### src/hdl/assert_macros.svh
// Concurrent check helpers. Users need clk and rst_n in scope.
`ifndef ASSERT_MACROS_SVH
`define ASSERT_MACROS_SVH

`ifndef ASSERT_OFF

// Property check, sampled on clk, masked while in reset.
`define ASSERT_CHK(lbl, prop) \
    lbl: assert property (@(posedge clk) disable iff (!rst_n) prop) \
        else $error("%m: check failed");

// Condition that must never be seen.
`define ASSERT_NEVER(lbl, expr) `ASSERT_CHK(lbl, !(expr))

`else

`define ASSERT_CHK(lbl, prop)
`define ASSERT_NEVER(lbl, expr)

`endif

`endif

### src/hdl/atp_pkg.sv
`default_nettype none

package atp_pkg;

    // Build-time settings
    localparam int unsigned COMMAND_COUNT   = 9;
    localparam int unsigned FRACTION_DIGITS = 5;

    // Character codes
    localparam logic [7:0] DIGIT_ZERO  = 8'h30;
    localparam logic [7:0] DIGIT_NINE  = 8'h39;
    localparam logic [7:0] POINT_CHAR  = 8'h2E;
    localparam logic [7:0] START_RESET = 8'h24;
    localparam logic [7:0] DELIM_RESET = 8'h2C;
    localparam logic [7:0] STOP_RESET  = 8'h23;

    // Config register indexes
    localparam int unsigned REG_INDEX_W = 2;
    localparam logic [REG_INDEX_W-1:0] REG_START = 2'd0;
    localparam logic [REG_INDEX_W-1:0] REG_DELIM = 2'd1;
    localparam logic [REG_INDEX_W-1:0] REG_STOP  = 2'd2;

    // Command codes
    localparam logic [3:0] CMD_SET_FIRST = 4'd0;
    localparam logic [3:0] CMD_SET_LAST  = 4'd3;
    localparam logic [3:0] CMD_CLR_FIRST = 4'd4;
    localparam logic [3:0] CMD_CLR_LAST  = 4'd7;
    localparam logic [3:0] CMD_STOP_ALL  = 4'd8;

    function automatic longint unsigned pow10(input int unsigned n);
        longint unsigned p;
        p = 1;
        for (int unsigned i = 0; i < n; i++)
        begin
            p = p * 10;
        end
        return p;
    endfunction

    // Fraction is kept left-aligned to FRACTION_DIGITS decimal places
    localparam longint unsigned FRAC_DEN = pow10(FRACTION_DIGITS);
    localparam int unsigned FRAC_W  = $clog2(FRAC_DEN);
    localparam int unsigned CNT_W   = $clog2(FRACTION_DIGITS + 1);
    localparam int unsigned IDX_W   = (FRACTION_DIGITS > 1) ? $clog2(FRACTION_DIGITS) : 1;
    // Rounding numerator frac * 2^16 + den/2
    localparam int unsigned NUM_W   = FRAC_W + 16;
    // Reciprocal floor(2^NUM_W / den)
    localparam int unsigned RECIP_W = NUM_W - FRAC_W + 1;
    localparam int unsigned QW      = 17;
    localparam int unsigned PW      = QW + FRAC_W;

    localparam logic [NUM_W-1:0]   HALF_DEN = NUM_W'(FRAC_DEN / 2);
    localparam logic [RECIP_W-1:0] RECIP    = RECIP_W'((64'd1 << NUM_W) / FRAC_DEN);
    localparam logic [FRAC_W-1:0]  DEN      = FRAC_W'(FRAC_DEN);

    typedef logic [FRACTION_DIGITS-1:0][FRAC_W-1:0] place_tab_t;

    function automatic place_tab_t place_table();
        place_tab_t      t;
        longint unsigned w;
        w = FRAC_DEN;
        for (int unsigned k = 0; k < FRACTION_DIGITS; k++)
        begin
            w = w / 10;
            t[k] = FRAC_W'(w);
        end
        return t;
    endfunction

    // Weight of the k-th fraction digit
    localparam place_tab_t PLACE_WEIGHT = place_table();

    typedef struct packed {
        logic [7:0] rx_byte;
        logic       end_of_message;
    } in_t;

    typedef struct packed {
        logic        accepted;
        logic [3:0]  command_index;
        logic [31:0] parsed_data;
        logic [31:0] current_ch0;
        logic [31:0] current_ch1;
        logic [31:0] current_ch2;
        logic [31:0] current_ch3;
        logic        all_stopped;
    } out_t;

    typedef struct packed {
        logic [7:0] start_char;
        logic [7:0] delimiter_char;
        logic [7:0] stop_char;
    } cfg_t;

    // Summary of a message, valid on its last byte
    typedef struct packed {
        logic              ok;
        logic [3:0]        cmd;
        logic [15:0]       ipart;
        logic [FRAC_W-1:0] fpart;
    } msg_t;

endpackage

`default_nettype wire

### src/hdl/ascii_telecommand_parser.sv
// Channel   Direction  Handshake                 Payload
// in        input      in_valid / in_ready       in_data   (rx_byte, end_of_message)
// out       output     out_valid / out_ready     out_data  (status, data, setpoints)
// cfg       input      cfg_write                 cfg_index, cfg_wdata
//
// One byte request is taken per cycle while in_ready is high; the parse state updates in the same cycle.
// The final byte of a message yields one result through 4 pipe stages
// (capture, scale, reciprocal multiply, check multiply), with the
// quotient correction feeding the output register.
// Stages only hold while the stage ahead is full, so bytes keep flowing while a
// result waits at the output; in_ready drops only once the pipe is backed up.
// rst_n (async, active low) returns chars to $ , #, clears parse state,
// setpoints and the stopped flag.
`default_nettype none

`include "assert_macros.svh"

module ascii_telecommand_parser (
    input  logic                               clk,
    input  logic                               rst_n,
    input  logic                               in_valid,
    output logic                               in_ready,
    input  atp_pkg::in_t                       in_data,
    output logic                               out_valid,
    input  logic                               out_ready,
    output atp_pkg::out_t                      out_data,
    input  logic                               cfg_write,
    input  logic [atp_pkg::REG_INDEX_W-1:0]    cfg_index,
    input  logic [7:0]                         cfg_wdata
);
    import atp_pkg::*;

    // Rounding pipe stage contents
    typedef struct packed {
        logic             ok;
        logic [3:0]       cmd;
        logic [15:0]      ipart;
        logic [NUM_W-1:0] num;
    } s2_t;

    typedef struct packed {
        logic             ok;
        logic [3:0]       cmd;
        logic [15:0]      ipart;
        logic [NUM_W-1:0] num;
        logic [QW-1:0]    q0;
    } s3_t;

    typedef struct packed {
        logic             ok;
        logic [3:0]       cmd;
        logic [15:0]      ipart;
        logic [NUM_W-1:0] num;
        logic [QW-1:0]    q0;
        logic [PW-1:0]    prod;
    } s4_t;

    cfg_t  cfg_reg;
    msg_t  msg;
    logic  take;

    msg_t  s1_reg;
    s2_t   s2_reg;
    s3_t   s3_reg;
    s4_t   s4_reg;
    logic  s1_valid_reg, s2_valid_reg, s3_valid_reg, s4_valid_reg, out_valid_reg;
    logic  s1_free, s2_free, s3_free, s4_free, out_free;

    logic [31:0] ch_reg [4];
    logic [31:0] ch_next [4];
    logic        stopped_reg, stopped_next;
    out_t        res_reg, res_next;

    logic [NUM_W+RECIP_W-1:0] est_prod;
    logic [PW:0]              bound;
    logic                     round_up;
    logic [QW-1:0]            q_fix;
    logic [16:0]              upper;
    logic [31:0]              data_sat;
    logic [31:0]              data_val;

    // ---------------- configuration ----------------
    always_ff @(posedge clk or negedge rst_n)
    begin
        if (!rst_n)
        begin
            cfg_reg.start_char     <= START_RESET;
            cfg_reg.delimiter_char <= DELIM_RESET;
            cfg_reg.stop_char      <= STOP_RESET;
        end
        else if (cfg_write)
        begin
            unique case (cfg_index)
                REG_START: cfg_reg.start_char     <= cfg_wdata;
                REG_DELIM: cfg_reg.delimiter_char <= cfg_wdata;
                REG_STOP:  cfg_reg.stop_char      <= cfg_wdata;
                default:   ;
            endcase
        end
    end

    // ---------------- stall chain ----------------
    // A stage loads whenever it is empty or the stage ahead moves.
    assign out_free = !out_valid_reg || out_ready;
    assign s4_free  = !s4_valid_reg || out_free;
    assign s3_free  = !s3_valid_reg || s4_free;
    assign s2_free  = !s2_valid_reg || s3_free;
    assign s1_free  = !s1_valid_reg || s2_free;

    assign in_ready = s1_free;
    assign take     = in_valid && in_ready;

    atp_byte_parser u_parser (
        .clk   (clk),
        .rst_n (rst_n),
        .take  (take),
        .item  (in_data),
        .cfg   (cfg_reg),
        .msg   (msg)
    );

    // ---------------- rounding pipe ----------------
    // frac_q16 = floor((F * 2^16 + den/2) / den), F already scaled to den.
    // q0 from a reciprocal is exact or one short; the last stage fixes it.
    assign est_prod = {{RECIP_W{1'b0}}, s2_reg.num} * {{NUM_W{1'b0}}, RECIP};

    always_ff @(posedge clk or negedge rst_n)
    begin
        if (!rst_n)
        begin
            s1_valid_reg <= 1'b0;
            s2_valid_reg <= 1'b0;
            s3_valid_reg <= 1'b0;
            s4_valid_reg <= 1'b0;
        end
        else
        begin
            if (s1_free)
                s1_valid_reg <= take && in_data.end_of_message;
            if (s2_free)
                s2_valid_reg <= s1_valid_reg;
            if (s3_free)
                s3_valid_reg <= s2_valid_reg;
            if (s4_free)
                s4_valid_reg <= s3_valid_reg;
        end
    end

    always_ff @(posedge clk)
    begin
        if (s1_free)
            s1_reg <= msg;
        if (s2_free)
        begin
            s2_reg.ok    <= s1_reg.ok;
            s2_reg.cmd   <= s1_reg.cmd;
            s2_reg.ipart <= s1_reg.ipart;
            s2_reg.num   <= {s1_reg.fpart, 16'b0} + HALF_DEN;
        end
        if (s3_free)
        begin
            s3_reg.ok    <= s2_reg.ok;
            s3_reg.cmd   <= s2_reg.cmd;
            s3_reg.ipart <= s2_reg.ipart;
            s3_reg.num   <= s2_reg.num;
            s3_reg.q0    <= est_prod[NUM_W +: QW];
        end
        if (s4_free)
        begin
            s4_reg.ok    <= s3_reg.ok;
            s4_reg.cmd   <= s3_reg.cmd;
            s4_reg.ipart <= s3_reg.ipart;
            s4_reg.num   <= s3_reg.num;
            s4_reg.q0    <= s3_reg.q0;
            s4_reg.prod  <= {{FRAC_W{1'b0}}, s3_reg.q0} * {{QW{1'b0}}, DEN};
        end
    end

    // ---------------- correction, Q16.16 assembly ----------------
    assign bound    = (PW + 1)'(s4_reg.prod) + (PW + 1)'(DEN);
    assign round_up = ((PW + 1)'(s4_reg.num) >= bound);
    assign q_fix    = s4_reg.q0 + QW'(round_up);
    assign upper    = {1'b0, s4_reg.ipart} + 17'(q_fix[QW-1:16]);
    // integer carry out means the sum passed 0xFFFFFFFF
    assign data_sat = upper[16] ? 32'hFFFF_FFFF : {upper[15:0], q_fix[15:0]};
    assign data_val = s4_reg.ok ? data_sat : 32'h0;

    // ---------------- command execution ----------------
    always_comb
    begin
        for (int c = 0; c < 4; c++)
        begin
            ch_next[c] = ch_reg[c];
        end
        stopped_next = stopped_reg;
        if (s4_reg.ok)
        begin
            case (s4_reg.cmd) inside
                [CMD_SET_FIRST:CMD_SET_LAST]:
                begin
                    ch_next[s4_reg.cmd[1:0]] = data_val;
                    stopped_next = 1'b0;
                end
                [CMD_CLR_FIRST:CMD_CLR_LAST]:
                begin
                    ch_next[s4_reg.cmd[1:0]] = 32'h0;
                end
                CMD_STOP_ALL:
                begin
                    for (int c = 0; c < 4; c++)
                    begin
                        ch_next[c] = 32'h0;
                    end
                    stopped_next = 1'b1;
                end
                default:
                begin
                    // spare command numbers never arrive here: the parser rejects them
                end
            endcase
        end
    end

    always_comb
    begin
        res_next.accepted      = s4_reg.ok;
        res_next.command_index = s4_reg.ok ? s4_reg.cmd : 4'h0;
        res_next.parsed_data   = data_val;
        res_next.current_ch0   = ch_next[0];
        res_next.current_ch1   = ch_next[1];
        res_next.current_ch2   = ch_next[2];
        res_next.current_ch3   = ch_next[3];
        res_next.all_stopped   = stopped_next;
    end

    // setpoints change only when a message leaves the pipe, so in order
    always_ff @(posedge clk or negedge rst_n)
    begin
        if (!rst_n)
        begin
            for (int c = 0; c < 4; c++)
            begin
                ch_reg[c] <= 32'h0;
            end
            stopped_reg   <= 1'b0;
            out_valid_reg <= 1'b0;
        end
        else if (out_free)
        begin
            out_valid_reg <= s4_valid_reg;
            if (s4_valid_reg)
            begin
                for (int c = 0; c < 4; c++)
                begin
                    ch_reg[c] <= ch_next[c];
                end
                stopped_reg <= stopped_next;
            end
        end
    end

    always_ff @(posedge clk)
    begin
        if (out_free && s4_valid_reg)
            res_reg <= res_next;
    end

    assign out_valid = out_valid_reg;
    assign out_data  = res_reg;

    // ---------------- checks ----------------
    `ASSERT_CHK(a_reject_zeroed, out_valid_reg && !res_reg.accepted |-> res_reg.command_index == 4'h0 && res_reg.parsed_data == 32'h0)
    `ASSERT_CHK(a_stop_all_clears, out_valid_reg && res_reg.accepted && res_reg.command_index == CMD_STOP_ALL |-> res_reg.all_stopped && res_reg.current_ch0 == 32'h0 && res_reg.current_ch1 == 32'h0 && res_reg.current_ch2 == 32'h0 && res_reg.current_ch3 == 32'h0)
    `ASSERT_CHK(a_s4_holds, s4_valid_reg && !out_free |=> s4_valid_reg && $stable(s4_reg))
    `ASSERT_NEVER(a_ready_when_empty, !s1_valid_reg && !in_ready)

endmodule

`default_nettype wire

### src/hdl/atp_byte_parser.sv
`default_nettype none

module atp_byte_parser (
    input  logic          clk,
    input  logic          rst_n,
    input  logic          take,
    input  atp_pkg::in_t  item,
    input  atp_pkg::cfg_t cfg,
    output atp_pkg::msg_t msg
);
    import atp_pkg::*;

    localparam logic [1:0] PH_START = 2'd0;
    localparam logic [1:0] PH_CMD   = 2'd1;
    localparam logic [1:0] PH_DATA  = 2'd2;
    localparam logic [1:0] PH_DONE  = 2'd3;

    logic [1:0]        phase_reg, phase_next;
    logic              err_reg, err_next;
    logic [7:0]        cmd_reg, cmd_next;
    logic [15:0]       int_reg, int_next;
    logic [FRAC_W-1:0] frac_reg, frac_next;
    logic [CNT_W-1:0]  cnt_reg, cnt_next;
    logic              point_reg, point_next;

    logic              is_digit;
    logic [3:0]        digit;
    logic [11:0]       cmd_mac;
    logic [19:0]       int_mac;
    logic [FRAC_W+3:0] frac_term;

    assign is_digit  = (item.rx_byte >= DIGIT_ZERO) && (item.rx_byte <= DIGIT_NINE);
    assign digit     = 4'(item.rx_byte - DIGIT_ZERO);
    assign cmd_mac   = {4'b0, cmd_reg} * 12'd10 + {8'b0, digit};
    assign int_mac   = {4'b0, int_reg} * 20'd10 + {16'b0, digit};
    assign frac_term = {4'b0, PLACE_WEIGHT[cnt_reg[IDX_W-1:0]]} * (FRAC_W + 4)'(digit);

    always_comb
    begin
        phase_next = phase_reg;
        err_next   = err_reg;
        cmd_next   = cmd_reg;
        int_next   = int_reg;
        frac_next  = frac_reg;
        cnt_next   = cnt_reg;
        point_next = point_reg;
        if (!err_reg)
        begin
            unique case (phase_reg)
                PH_START:
                begin
                    if (item.rx_byte == cfg.start_char)
                        phase_next = PH_CMD;
                    else
                        err_next = 1'b1;
                end
                PH_CMD:
                begin
                    if (item.rx_byte == cfg.delimiter_char)
                        phase_next = PH_DATA;
                    else if (is_digit)
                        cmd_next = (cmd_mac > 12'd255) ? 8'hFF : cmd_mac[7:0];
                    else
                        err_next = 1'b1;
                end
                PH_DATA:
                begin
                    if (item.rx_byte == cfg.stop_char)
                        phase_next = PH_DONE;
                    else if (is_digit)
                    begin
                        if (point_reg)
                        begin
                            // digits past the last place are dropped
                            if (cnt_reg < CNT_W'(FRACTION_DIGITS))
                            begin
                                frac_next = frac_reg + frac_term[FRAC_W-1:0];
                                cnt_next  = cnt_reg + 1'b1;
                            end
                        end
                        else
                            int_next = (int_mac > 20'd65535) ? 16'hFFFF : int_mac[15:0];
                    end
                    else if (item.rx_byte == POINT_CHAR)
                        point_next = 1'b1;
                    else
                        err_next = 1'b1;
                end
                PH_DONE:
                begin
                end
            endcase
        end
    end

    // Evaluated with this byte folded in
    assign msg.ok    = !err_next && (phase_next == PH_DATA || phase_next == PH_DONE)
                       && (item.rx_byte == cfg.stop_char)
                       && (cmd_next < 8'(COMMAND_COUNT));
    assign msg.cmd   = cmd_next[3:0];
    assign msg.ipart = int_next;
    assign msg.fpart = frac_next;

    always_ff @(posedge clk or negedge rst_n)
    begin
        if (!rst_n)
        begin
            phase_reg <= PH_START;
            err_reg   <= 1'b0;
            cmd_reg   <= '0;
            int_reg   <= '0;
            frac_reg  <= '0;
            cnt_reg   <= '0;
            point_reg <= 1'b0;
        end
        else if (take)
        begin
            if (item.end_of_message)
            begin
                phase_reg <= PH_START;
                err_reg   <= 1'b0;
                cmd_reg   <= '0;
                int_reg   <= '0;
                frac_reg  <= '0;
                cnt_reg   <= '0;
                point_reg <= 1'b0;
            end
            else
            begin
                phase_reg <= phase_next;
                err_reg   <= err_next;
                cmd_reg   <= cmd_next;
                int_reg   <= int_next;
                frac_reg  <= frac_next;
                cnt_reg   <= cnt_next;
                point_reg <= point_next;
            end
        end
    end

endmodule

`default_nettype wire

### config.mk
export PLATFORM = sky130hd
export DESIGN_NAME = ascii_telecommand_parser
export DESIGN_NICKNAME = d
export VERILOG_FILES = /design/src/hdl/atp_pkg.sv /design/src/hdl/ascii_telecommand_parser.sv /design/src/hdl/atp_byte_parser.sv
export VERILOG_INCLUDE_DIRS = /design/src /design/src/hdl
export SDC_FILE = /design/constraint.sdc
export NUM_CORES = 2
export LEC_CHECK = 0
export BUFFER_PORTS_ARGS = -buffer_cell sky130_fd_sc_hd__buf_2
export CAP_MARGIN = 10
export CORE_ASPECT_RATIO = 1.25
export CORE_UTILIZATION = 40
export CTS_CLUSTER_SIZE = 10
export DETAILED_ROUTE_END_ITERATION = 7
export PLACE_DENSITY = 0.65
export SLEW_MARGIN = 15
export SYNTH_ARGS = -nofsm -noshare
export SYNTH_HDL_FRONTEND = slang
export SYNTH_HIERARCHICAL = 1
export SYNTH_SLANG_ARGS = --single-unit
export TNS_END_PERCENT = 5
### constraint.sdc
create_clock -name clk -period 6.1 [get_ports clk]
set_input_delay 0.305 -clock clk [delete_from_list [all_inputs] [get_ports clk]]
set_output_delay 0.305 -clock clk [all_outputs]
set_load 0.005 [all_outputs]
==> metrics.txt <==
antenna fix cells 0; DRC viols 0; GR Overflow Total 0; Setup WS pre-CTS -0.2193 ns; post-synth top area cell edfxtp_1; Die ar. 90,970 sq um; Setup crit end out_data[26]; Final period util 0.9554; Vias 24,586; Largest register FFs 166; CTS Root Cell clkbuf_16; flop2flop setup slack 0.27 ns; max-cap viol count 0; register area share after synthesis 0.4608; initial antenna violation count 1; # clock sinks 585; Die Y 337.0 um; Reg2Reg Depth 29; relative slew slack 0.2480; share of post-route cells with drive strength above 1 0.1462; Clock Path Buffers 3; crit end category flip-flop; Placed Instances 4,571; Die W 270.0 um; fill cell count 7,997; number of synthesized flops with an enable pin 379; Setup TNS Final 0 ns; IO buf count 191; reg-to-reg endpoint out_data[26]; skew final 0.05246 ns; WS Path Type flip-flop to flip-flop; Total GRT Usage 0.1884; worst min-delay path category input pin to flip-flop; post-synth cell types 90; Core Area 88,690 sq um; largest net degree at the start of global routing 126; Post-synth ARST share 0.3521; crit path max-delay cell type edfxtp_1; Setup crit start kind flip-flop; DRT Pass-1 Iters 6; Max Slew Vio Count 0; fin crit period 5.828 ns; HPWL Detailed 63,070 um; WL final 85,760 um; Synth Cell Area 35,900 sq um; CP peak stage delay 0.38 ns; clock slew at reported path FFs 0.06 ns; nets 4,065; Pleak 19.66 nW; area occupied by multi-input gates 17,650 sq um; wire per inst 18.17 um; CTS Buf Count 72; #FFs+latches synth 585; post-synth top area share 0.3170; Layout Cells excl Fill 4,721; top cells by count, synth inv_1, edfxtp_1, nand2_1, ha_1, o21ai_0; Slew @ Worst Pin 1.128 ns; post-route ant nets 0; worst reg2reg startpoint s4_reg[34]; vias in the first global route 24,616; Initial DRC Count 1,656; Max VDD drop 0.1983 mV; Syn. warnings 6; top post-synthesis cells by area edfxtp_1, dfrtp_1, ha_1; fin worst setup slack 0.2723 ns; gp weighted congestion 0.8930; arrival time worst endpoint 6.20 ns; FP Rows 122; outcome completed; worst-path maximum fanout 5; Pwr per Cell Area 250.2 nW/um^2; Syn Inst Count 3,176; I/O pin cnt 192; P&R area growth vs syn 15.59%; Worst Setup SP s4_reg[34]; syn_nets 3,752; first-pass GRT wire length 135,100 um; most common cell in the netlist inv_1; power consumption 10.38 mW; Initial Utilization 0.4048; Critical Path RT 6.48 ns; average cell area after synthesis 11.30 sq um; Setup-failing EPs final 0; Register Area 16,550 sq um; clock latency on the worst-skew pair 0.66 ns; Fmax 171.6 MHz; H-tree depth 3; Post-synth top flop edfxtp_1; final hold vios 0; vias per inst 5.208; CTS tree built
==> placed cells by master (no fill, tap or decap), drive strengths merged, types with 52 or more instances in the layout <==
| cell | count |
|---|---|
| inv | 413 |
| edfxtp | 379 |
| nand2 | 353 |
| ha | 351 |
| buf | 315 |
| o21ai | 282 |
| fa | 201 |
| dfrtp | 198 |
| nor2 | 136 |
| clkbuf | 113 |
| a21oi | 92 |
| xnor2 | 91 |
| a22o | 56 |
| xor2 | 52 |
==> cell type report <==
class | count | share of cell area
Clock buffer | 113 | 0.04784
Clock inverter | 15 | 0.006572
Inverter | 411 | 0.03735
Multi-Input combinational cell | 2093 | 0.4254
Sequential cell | 585 | 0.3987
Tap cell | 1178 | 0.03551
Timing Repair Buffer | 326 | 0.04869
==> per-layer routing <==
layer | GRT usage | up-vias | part of all wire
met5 | 0 | - | 0.00012
met4 | 0.06492 | 2 | 0.027
met3 | 0.02678 | 130 | 0.052
met2 | 0.3319 | 680 | 0.50
met1 | 0.2360 | 12116 | 0.42
li1 | - | 11658 | -
==> timing repair <==
action | in CTS | in global routing
setup endpoints to repair | 135 | 266
pin swaps | 2 | 21
hold buffers | 11 | 0
hold endpoints to repair | 106 | 0
setup buffers | 5 | 5
gates resized for setup | 3 | 47
gates cloned | 0 | 1
==> worst max-delay path, delay by kind of cell (launching register included) <==
| kind | cells | cell delay, ns |
|---|---|---|
| AO/OA/AOI/OAI | 7 | 1.54 |
| XOR/XNOR | 3 | 0.51 |
| adder cells (fa/ha/maj) | 4 | 0.77 |
| buffers and inverters | 2 | 0.22 |
| AND/OR/NAND/NOR | 13 | 2.18 |
| flip-flops | 1 | 0.38 |
==> kinds of logic (layout without fill, tap and decap cells) <==
| group | count (synthesis) | after routing | synth area share |
|---|---|---|---|
| AND/OR/NAND/NOR | 743 | 743 | 0.09545 |
| AO/OA/AOI/OAI | 616 | 616 | 0.1094 |
| flip-flops | 585 | 585 | 0.4608 |
| adder cells (fa/ha/maj) | 552 | 552 | 0.2344 |
| buffers and inverters | 498 | 865 | 0.05293 |
| XOR/XNOR | 143 | 143 | 0.03488 |
| multiplexers | 39 | 39 | 0.01213 |
==> power by group <==
group | internal (mW) | leakage (nW) | switching, mW
combinational | 0.636 | 11.6 | 0.925
clock | 2.32 | 1.07 | 1.72
sequential | 4.57 | 6.97 | 0.208
==> how the worst min path moves through the flow <==
stage | start | to | slack (ns) | depth (start not counted)
2_1_floorplan | rst_n | cfg_reg[12] | 0.009 | 0
6_report | in_data[0] | u_parser/cmd_reg[4] | 0.12 | 3
3_5_place_dp | rst_n | ch_reg[33] | 0.34 | 1
4_1_cts | in_data[0] | u_parser/cmd_reg[4] | 0.09 | 3
3_3_place_gp | rst_n | ch_reg[97] | 0.35 | 1
5_1_grt | in_data[0] | u_parser/cmd_reg[4] | 0.11 | 3
==> per-stage QoR <==
stage	hold WS, ns	util	area [sq um]
after floorplan	0.009409	-	35910
after global placement	0.3467	0.4387	38910
after detailed placement	0.3422	0.4387	38910
after CTS	0.08755	0.4660	41330
after global routing	0.1125	0.4680	41500
final	0.1193	0.4680	41500
Note: power is estimated with default switching activity, not from simulation.
